===== src/design/tpme_pkg.sv =====
package tpme_pkg;

  // Field widths
  localparam int SampleW  = 17;
  localparam int DiffW    = SampleW + 1;
  localparam int FracBits = 8;
  localparam int AccW     = SampleW + FracBits;

  // EMA gain in 1/256 units
  localparam int GainW     = 9;
  localparam int GainShift = 8;
  localparam int GainOne   = 1 << GainShift;

  // Median window
  localparam int WinSize = 3;
  localparam int SlotW   = $clog2(WinSize);

  // Stream packing
  localparam int InDataW  = ((2 * SampleW + 7) / 8) * 8;
  localparam int OutBitsW = 4 * SampleW + DiffW;
  localparam int OutDataW = ((OutBitsW + 7) / 8) * 8;
  localparam int OutUserW = 3;

  // Configuration port
  localparam int CfgIdxW  = 3;
  localparam int CfgDataW = SampleW;

  typedef enum logic [CfgIdxW-1:0] {
    CfgEmaGain       = 3'd0,
    CfgAmbientMin    = 3'd1,
    CfgAmbientMax    = 3'd2,
    CfgObjectMin     = 3'd3,
    CfgObjectMax     = 3'd4,
    CfgSensorPresent = 3'd5
  } cfg_idx_e;

  typedef enum logic [1:0] {
    StDisconnected = 2'd0,
    StInvalid      = 2'd1,
    StSeeded       = 2'd2,
    StTrusted      = 2'd3
  } status_e;

  // Register reset values
  localparam logic [GainW-1:0]          GainReset   = GainW'(64);
  localparam logic signed [SampleW-1:0] AmbMinReset = SampleW'(-4000);
  localparam logic signed [SampleW-1:0] AmbMaxReset = SampleW'(12500);
  localparam logic signed [SampleW-1:0] ObjMinReset = SampleW'(-7000);
  localparam logic signed [SampleW-1:0] ObjMaxReset = SampleW'(38000);

  // Per-channel filter control
  typedef struct packed {
    logic             seed;
    logic             update;
    logic [SlotW-1:0] slot;
    logic [GainW-1:0] gain;
  } chan_ctrl_t;

endpackage


===== src/design/tpme_channel.sv =====
module tpme_channel (
  input  logic                                  clk_i,
  input  logic                                  rst_ni,
  input  tpme_pkg::chan_ctrl_t                  ctrl_i,
  input  logic signed [tpme_pkg::SampleW-1:0]   sample_i,
  output logic signed [tpme_pkg::SampleW-1:0]   smooth_o
);
  import tpme_pkg::*;

  localparam int ProdW = AccW + GainW + 1;
  localparam int SumW  = ProdW + 1;

  logic signed [SampleW-1:0] win_q   [WinSize];
  logic signed [SampleW-1:0] win_d   [WinSize];
  logic signed [SampleW-1:0] win_upd [WinSize];
  logic signed [AccW-1:0]    acc_q, acc_d, acc_ema, target;
  logic signed [SampleW-1:0] med;
  logic signed [GainW:0]     gain_s, keep_s;
  logic signed [ProdW-1:0]   p_new, p_old;
  logic signed [SumW-1:0]    sum;

  function automatic logic signed [SampleW-1:0] median3(
    input logic signed [SampleW-1:0] a,
    input logic signed [SampleW-1:0] b,
    input logic signed [SampleW-1:0] c
  );
    logic signed [SampleW-1:0] lo, hi, m;
    lo = (a < b) ? a : b;
    hi = (a < b) ? b : a;
    m  = (hi < c) ? hi : c;
    return (lo > m) ? lo : m;
  endfunction

  always_comb begin
    for (int i = 0; i < WinSize; i++) begin
      win_upd[i] = (ctrl_i.slot == SlotW'(i)) ? sample_i : win_q[i];
    end
    med    = median3(win_upd[0], win_upd[1], win_upd[2]);
    target = {med, {FracBits{1'b0}}};
    gain_s = $signed({1'b0, ctrl_i.gain});
    keep_s = $signed((GainW + 1)'(GainOne)) - gain_s;
    p_new  = ProdW'(gain_s) * ProdW'(target);
    p_old  = ProdW'(keep_s) * ProdW'(acc_q);
    sum    = SumW'(p_new) + SumW'(p_old);
    acc_ema = AccW'(sum >>> GainShift);

    acc_d = acc_q;
    for (int i = 0; i < WinSize; i++) begin
      win_d[i] = win_q[i];
    end
    if (ctrl_i.seed) begin
      acc_d = {sample_i, {FracBits{1'b0}}};
      for (int i = 0; i < WinSize; i++) begin
        win_d[i] = sample_i;
      end
    end else if (ctrl_i.update) begin
      acc_d = acc_ema;
      for (int i = 0; i < WinSize; i++) begin
        win_d[i] = win_upd[i];
      end
    end
  end

  always_ff @(posedge clk_i or negedge rst_ni) begin
    if (!rst_ni) begin
      acc_q <= '0;
      for (int i = 0; i < WinSize; i++) begin
        win_q[i] <= '0;
      end
    end else begin
      acc_q <= acc_d;
      for (int i = 0; i < WinSize; i++) begin
        win_q[i] <= win_d[i];
      end
    end
  end

  // floor of the accumulator after this item
  assign smooth_o = acc_d[AccW-1:FracBits];

endmodule


===== src/design/temp_pair_median_ema_filter_unit.sv =====
// An item transferred on the input sits in the input register; its result is loaded
// into the result register when that register is empty or draining (later while the
// output stalls). Throughput: one item per cycle unless the output stalls; the input
// and result registers form a two-stage pipe.
// Reset (rst_ni low, asynchronous): both stages empty, filter unseeded, windows and
// accumulators zero, configuration registers at their documented defaults.
module temp_pair_median_ema_filter_unit (
  input  logic                                 clk_i,
  input  logic                                 rst_ni,
  // configuration write port
  input  logic                                 cfg_we_i,
  input  logic [tpme_pkg::CfgIdxW-1:0]         cfg_idx_i,
  input  logic [tpme_pkg::CfgDataW-1:0]        cfg_data_i,
  // input stream
  input  logic                                 s_axis_tvalid,
  output logic                                 s_axis_tready,
  // [16:0] raw_ambient, [33:17] raw_object, [39:34] zero
  input  logic [tpme_pkg::InDataW-1:0]         s_axis_tdata,
  // [0] sensor_error
  input  logic                                 s_axis_tuser,
  // result stream
  output logic                                 m_axis_tvalid,
  input  logic                                 m_axis_tready,
  // [16:0] echo_ambient, [33:17] echo_object, [50:34] smoothed_ambient,
  // [67:51] smoothed_object, [85:68] object_over_ambient, [87:86] zero
  output logic [tpme_pkg::OutDataW-1:0]        m_axis_tdata,
  // [0] reading_valid, [2:1] filter_status
  output logic [tpme_pkg::OutUserW-1:0]        m_axis_tuser
);
  import tpme_pkg::*;

  // Configuration registers
  logic [GainW-1:0]          gain_q;
  logic signed [SampleW-1:0] amb_min_q, amb_max_q, obj_min_q, obj_max_q;
  logic                      present_q;

  always_ff @(posedge clk_i or negedge rst_ni) begin
    if (!rst_ni) begin
      gain_q    <= GainReset;
      amb_min_q <= AmbMinReset;
      amb_max_q <= AmbMaxReset;
      obj_min_q <= ObjMinReset;
      obj_max_q <= ObjMaxReset;
      present_q <= 1'b1;
    end else if (cfg_we_i) begin
      unique case (cfg_idx_e'(cfg_idx_i))
        CfgEmaGain:       gain_q    <= cfg_data_i[GainW-1:0];
        CfgAmbientMin:    amb_min_q <= $signed(cfg_data_i[SampleW-1:0]);
        CfgAmbientMax:    amb_max_q <= $signed(cfg_data_i[SampleW-1:0]);
        CfgObjectMin:     obj_min_q <= $signed(cfg_data_i[SampleW-1:0]);
        CfgObjectMax:     obj_max_q <= $signed(cfg_data_i[SampleW-1:0]);
        CfgSensorPresent: present_q <= cfg_data_i[0];
        default: ; // drop writes to unused indexes
      endcase
    end
  end

  // Input register stage
  logic                      s1_valid_q;
  logic signed [SampleW-1:0] s1_amb_q, s1_obj_q;
  logic                      s1_err_q;
  logic                      adv;

  // The pair moves to the result register when that register is empty or being drained.
  assign adv           = s1_valid_q && (!m_axis_tvalid || m_axis_tready);
  assign s_axis_tready = !s1_valid_q || adv;

  always_ff @(posedge clk_i or negedge rst_ni) begin
    if (!rst_ni) begin
      s1_valid_q <= 1'b0;
    end else if (s_axis_tready) begin
      s1_valid_q <= s_axis_tvalid;
    end
  end

  always_ff @(posedge clk_i) begin
    if (s_axis_tvalid && s_axis_tready) begin
      s1_amb_q <= $signed(s_axis_tdata[SampleW-1:0]);
      s1_obj_q <= $signed(s_axis_tdata[2*SampleW-1:SampleW]);
      s1_err_q <= s_axis_tuser;
    end
  end

  // Filter control state
  logic             seeded_q, seeded_d;
  logic [SlotW-1:0] slot_q, slot_d, slot_eff;
  logic [GainW-1:0] gain_eff;
  logic             pair_ok, accept_pair;
  status_e          status_d;
  chan_ctrl_t       ctrl;

  always_comb begin
    // Reject flagged pairs and pairs outside either inclusive range.
    pair_ok = !s1_err_q
              && (s1_amb_q >= amb_min_q) && (s1_amb_q <= amb_max_q)
              && (s1_obj_q >= obj_min_q) && (s1_obj_q <= obj_max_q);
    accept_pair = present_q && pair_ok;

    // Gain of zero acts as one; anything above unity acts as unity.
    if (gain_q == '0) begin
      gain_eff = GainW'(1);
    end else if (gain_q > GainW'(GainOne)) begin
      gain_eff = GainW'(GainOne);
    end else begin
      gain_eff = gain_q;
    end

    slot_eff = (slot_q < SlotW'(WinSize)) ? slot_q : '0;

    if (!present_q) begin
      status_d = StDisconnected;
    end else if (!pair_ok) begin
      status_d = StInvalid;
    end else if (!seeded_q) begin
      status_d = StSeeded;
    end else begin
      status_d = StTrusted;
    end

    ctrl.seed   = adv && accept_pair && !seeded_q;
    ctrl.update = adv && accept_pair && seeded_q;
    ctrl.slot   = slot_eff;
    ctrl.gain   = gain_eff;

    seeded_d = seeded_q;
    slot_d   = slot_q;
    if (ctrl.seed) begin
      seeded_d = 1'b1;
      slot_d   = '0;
    end else if (ctrl.update) begin
      // advance the ring slot, wrapping at the window size
      slot_d = (slot_eff == SlotW'(WinSize - 1)) ? '0 : slot_eff + SlotW'(1);
    end
  end

  always_ff @(posedge clk_i or negedge rst_ni) begin
    if (!rst_ni) begin
      seeded_q <= 1'b0;
      slot_q   <= '0;
    end else begin
      seeded_q <= seeded_d;
      slot_q   <= slot_d;
    end
  end

  // One filter per channel; each returns its floored value after this item.
  logic signed [SampleW-1:0] smooth_amb, smooth_obj;

  tpme_channel u_ambient (
    .clk_i    (clk_i),
    .rst_ni   (rst_ni),
    .ctrl_i   (ctrl),
    .sample_i (s1_amb_q),
    .smooth_o (smooth_amb)
  );

  tpme_channel u_object (
    .clk_i    (clk_i),
    .rst_ni   (rst_ni),
    .ctrl_i   (ctrl),
    .sample_i (s1_obj_q),
    .smooth_o (smooth_obj)
  );

  // Result register
  logic signed [DiffW-1:0] diff;
  assign diff = DiffW'(smooth_obj) - DiffW'(smooth_amb);

  always_ff @(posedge clk_i or negedge rst_ni) begin
    if (!rst_ni) begin
      m_axis_tvalid <= 1'b0;
    end else if (!m_axis_tvalid || m_axis_tready) begin
      m_axis_tvalid <= s1_valid_q;
    end
  end

  always_ff @(posedge clk_i) begin
    if (adv) begin
      m_axis_tdata <= {{(OutDataW - OutBitsW){1'b0}}, diff, smooth_obj, smooth_amb,
                       s1_obj_q, s1_amb_q};
      m_axis_tuser <= {status_d, accept_pair};
    end
  end

  // Checks
  a_valid_matches_status: assert property (@(posedge clk_i) disable iff (!rst_ni)
    m_axis_tvalid |-> (m_axis_tuser[0] ==
      ((m_axis_tuser[2:1] == StSeeded) || (m_axis_tuser[2:1] == StTrusted))))
    else $error("reading_valid disagrees with filter_status");

  a_seeded_sticky: assert property (@(posedge clk_i) disable iff (!rst_ni)
    !$fell(seeded_q))
    else $error("seeded flag cleared outside reset");

  a_slot_in_range: assert property (@(posedge clk_i) disable iff (!rst_ni)
    slot_q < SlotW'(WinSize))
    else $error("write slot out of window range");

  a_seed_once: assert property (@(posedge clk_i) disable iff (!rst_ni)
    (adv && seeded_q) |-> (status_d != StSeeded))
    else $error("seeded status issued after filter was seeded");

  a_seed_takes: assert property (@(posedge clk_i) disable iff (!rst_ni)
    ctrl.seed |=> (seeded_q && (slot_q == '0)))
    else $error("seeding did not set the filter state");

endmodule


===== config.mk =====
export PLATFORM = sky130hd
export DESIGN_NAME = temp_pair_median_ema_filter_unit
export DESIGN_NICKNAME = d
export VERILOG_FILES = /design/src/design/tpme_pkg.sv /design/src/design/tpme_channel.sv /design/src/design/temp_pair_median_ema_filter_unit.sv
export SDC_FILE = /design/constraint.sdc
export NUM_CORES = 2
export LEC_CHECK = 0
export BUFFER_PORTS_ARGS = -buffer_cell sky130_fd_sc_hd__buf_2
export CORE_ASPECT_RATIO = 0.9
export CORE_UTILIZATION = 55
export DETAILED_ROUTE_END_ITERATION = 6
export PLACE_DENSITY = 0.86
export SETUP_SLACK_MARGIN = 0.5
export SKIP_CTS_REPAIR_TIMING = 1
export SYNTH_ARGS = -nofsm -noshare
export SYNTH_HDL_FRONTEND = slang
export SYNTH_SLANG_ARGS = --single-unit
export TNS_END_PERCENT = 20

===== constraint.sdc =====
create_clock -name clk_i -period 19 [get_ports clk_i]
set_input_delay 2.85 -clock clk_i [delete_from_list [all_inputs] [get_ports clk_i]]
set_output_delay 2.85 -clock clk_i [all_outputs]
set_load 0.1 [all_outputs]

==> metrics.cfg <==
[status]
status=finished with violations
violations=design-rule violations

[setup_path]
cp_max_fo=20
ff2ff_path_depth=79
path_class=flop to flop
critPathCaptureType=flop
r2r-end=m_axis_tdata[84]$_DFFE_PP_
r2r_start=slot_q[0]$_DFFE_PN0P_
slowest_delay_ns=0.56
critPathArrivalTime_ns=18.31
crit_required_ns=19.34
slowest_stage=fa_1
r2r_setup_slack_ns=1.03
cp-start-kind=flop
cp_common_cell=fa_1

[grt]
grt_usage_pct=31.2
grt_pass1_vias=39600
grt_pass1_wl_um=212000
grt_max_degree=99
grt_overflow_total=0
antenna_found_initial=6

[finish]
fillCellCount=6270
finalNonFillerCells=6336
syn_to_final_growth_pct=11.3
drive_gt1_share_pct=14.8
fin_nets=6364

[synthesis]
synthTopCellsByArea=fa_1 29%, ha_1 12%, dfrtp_1 11%
ys_seq_area_share_pct=20.4
synth_cell_types=87
synthAdderAreaFrac_pct=40.9
syn_avg_cell_area_um2=9.68
synth-simple-area-share_pct=12.9
synth_compound_area_share_pct=8.29
synth_top_cell_by_area=fa_1
syn-cell-area_um2=47200
synth-edff-count=124
synth_top_family_by_area=adder cells
synth-xor-area-share_pct=2.43
syn_inst=4875
synth_top_flop_cell=dfrtp_1
synth_top_area_share_pct=29.4
synthMuxAreaShare_pct=6.75
ys_warn_count=0
ys_ff_latch=359
async_reset_ff_share_pct=65.5

[clocking]
root_buffer=clkbuf_16
cts_tree=done
clockBufferDepth=3
clock-sinks=359
cts_buffers=38
htreeDepth=2
clkTransAtPathRegs_ns=0.07
clkLatencyLatePin_ns=0.60

[die]
rows=101
core_area_um2=84700
io_pins=159
die_h_um=280
die_w_um=311
die_area_um2=87000
initial_core_util_pct=55.7

[placement]
place_inst=6247
place_congestion=0.964
place_hpwl_um=102000
pre_cts_ws_ns=0.556
portBuffers=150

[drt]
drc=2
drt-total-wl_um=135000
avgViaCountPerCell=5.86
detail_route.iter0.violations=3273
wire_per_inst_um=21.4
antenna_violating_nets_post_route=0
dr_total_vias=37100
firstDrtPassIters=7

[worst_hold_path]
hold_depth=1
holdCritStartpoint=s1_valid_q$_DFFE_PN0N_
min_to=m_axis_tvalid$_DFFE_PN0P_
hp-class=flop to flop

[sta]
hold_viol_final=0
rsz0062_at_grt=false
period_needed_ns=17.97
finalCritPeriodShare_pct=94.6
timing.final.ws_setup_ns=1.03
setup_tns_ns=0
setup_viol_count_final=0
max-slew-margin-rel_pct=24.0
slew_viol_final=0
fin_skew_ns=0.0532
max_freq_mhz=55.7
worst_slew_pin_slew_ns=1.14

[job]
cap_viol_max_count=0

registers in the layout (all words and copies together) (netlist names), 2 cells and up:
name and flops:
gain_q 9, u_ambient.acc_q 25, amb_min_q 17, amb_max_q 17, obj_max_q 17, m_axis_tdata 86
slot_q 2, s1_obj_q 17, s1_amb_q 17, u_object.acc_q 25, m_axis_tuser 3, u_ambient.win_q 51
obj_min_q 17, u_object.win_q 51
cell usage after synthesis, types with 36 or more instances:
cell and count:
a21o_1 65, a21oi_1 161, and2_1 240, buf_1 41, clkbuf_1 148, dfrtp_1 206, edfxtp_1 124, fa_1 693
ha_1 435, inv_1 825, mux2_2 168, mux2i_1 127, nand2_1 562, nand2b_1 51, nor2_1 269, nor2b_1 50
o21a_1 51, o21ai_0 148, o21ai_1 36, xnor2_1 95, xor2_1 36
cell families after synthesis:
logic type	Yosys count
compound gates	616
flops	359
mux	297
simple gates	1307
fa+ha+maj	1128
xor+xnor	131
other cells	2
buf+inv	1035
worst max path at each step:
| stage | to | start |
|---|---|---|
| floorplan | m_axis_tdata[84]$_DFFE_PP_ | slot_q[1]$_DFFE_PN0P_ |
| global placement | m_axis_tdata[84]$_DFFE_PP_ | slot_q[0]$_DFFE_PN0P_ |
| detailed placement | m_axis_tdata[84]$_DFFE_PP_ | slot_q[0]$_DFFE_PN0P_ |
| CTS | m_axis_tdata[84]$_DFFE_PP_ | slot_q[0]$_DFFE_PN0P_ |
| global route | m_axis_tdata[83]$_DFFE_PP_ | slot_q[0]$_DFFE_PN0P_ |
| finish | m_axis_tdata[84]$_DFFE_PP_ | slot_q[0]$_DFFE_PN0P_ |
area by class of cell:
type / instances / area, µm² / area share, %
Multi-Input combinational cell: 3529 / 34200 / 65.1
Inverter: 832 / 3120 / 5.95
Tap cell: 1133 / 1420 / 2.70
Clock buffer: 42 / 1010 / 1.92
Antenna cell: 3 / 7.51 / 0.0143
Sequential cell: 359 / 9640 / 18.4
Clock inverter: 28 / 279 / 0.531
Timing Repair Buffer: 410 / 2820 / 5.38
stage by stage:
| stage | instance area, µm² | hold WS (ns) | utilization, % |
|---|---|---|---|
| floorplan | 47400 | 0.424 | - |
| global placement | 50800 | 0.466 | 60.0 |
| detailed placement | 50800 | 0.487 | 60.0 |
| CTS | 52100 | 0.495 | 61.5 |
| global route | 52500 | 0.511 | 62.0 |
| finish | 52500 | 0.494 | 62.0 |
worst max-delay path, delay by kind of cell (launching register included):
| family | cells | cell delay (ns) |
|---|---|---|
| mux | 2 | 0.62 |
| compound gates | 32 | 6.49 |
| xor+xnor | 3 | 0.34 |
| buf+inv | 14 | 1.64 |
| flops | 1 | 0.42 |
| simple gates | 12 | 1.74 |
| fa+ha+maj | 16 | 6.43 |
cells in the final DEF (no fill, tap or decap), types with 48 or more instances in the layout:
master / n
a21o_1: 63
a21oi_1: 154
and2_1: 238
buf_2: 149
buf_4: 251
conb_1: 50
dfrtp_1: 204
edfxtp_1: 124
fa_1: 693
ha_1: 433
inv_1: 825
mux2_2: 168
mux2i_1: 119
nand2_1: 562
nand2b_1: 51
nor2_1: 267
o21a_1: 51
o21ai_0: 129
o21ai_1: 48
xnor2_1: 88
routing by layer:
layer | vias up | global-route usage [%] | share of wire (%)
li1 | 16100 | - | -
met1 | 18400 | 37.7 | 36
met2 | 2033 | 50.5 | 46
met3 | 571 | 8.40 | 12
met4 | 6 | 17.9 | 6.4
met5 | - | 0 | 0.031
Power is left out: the tool's default activity adds up to more than one toggle a clock period on the data nets, which glitch-free logic cannot reach.
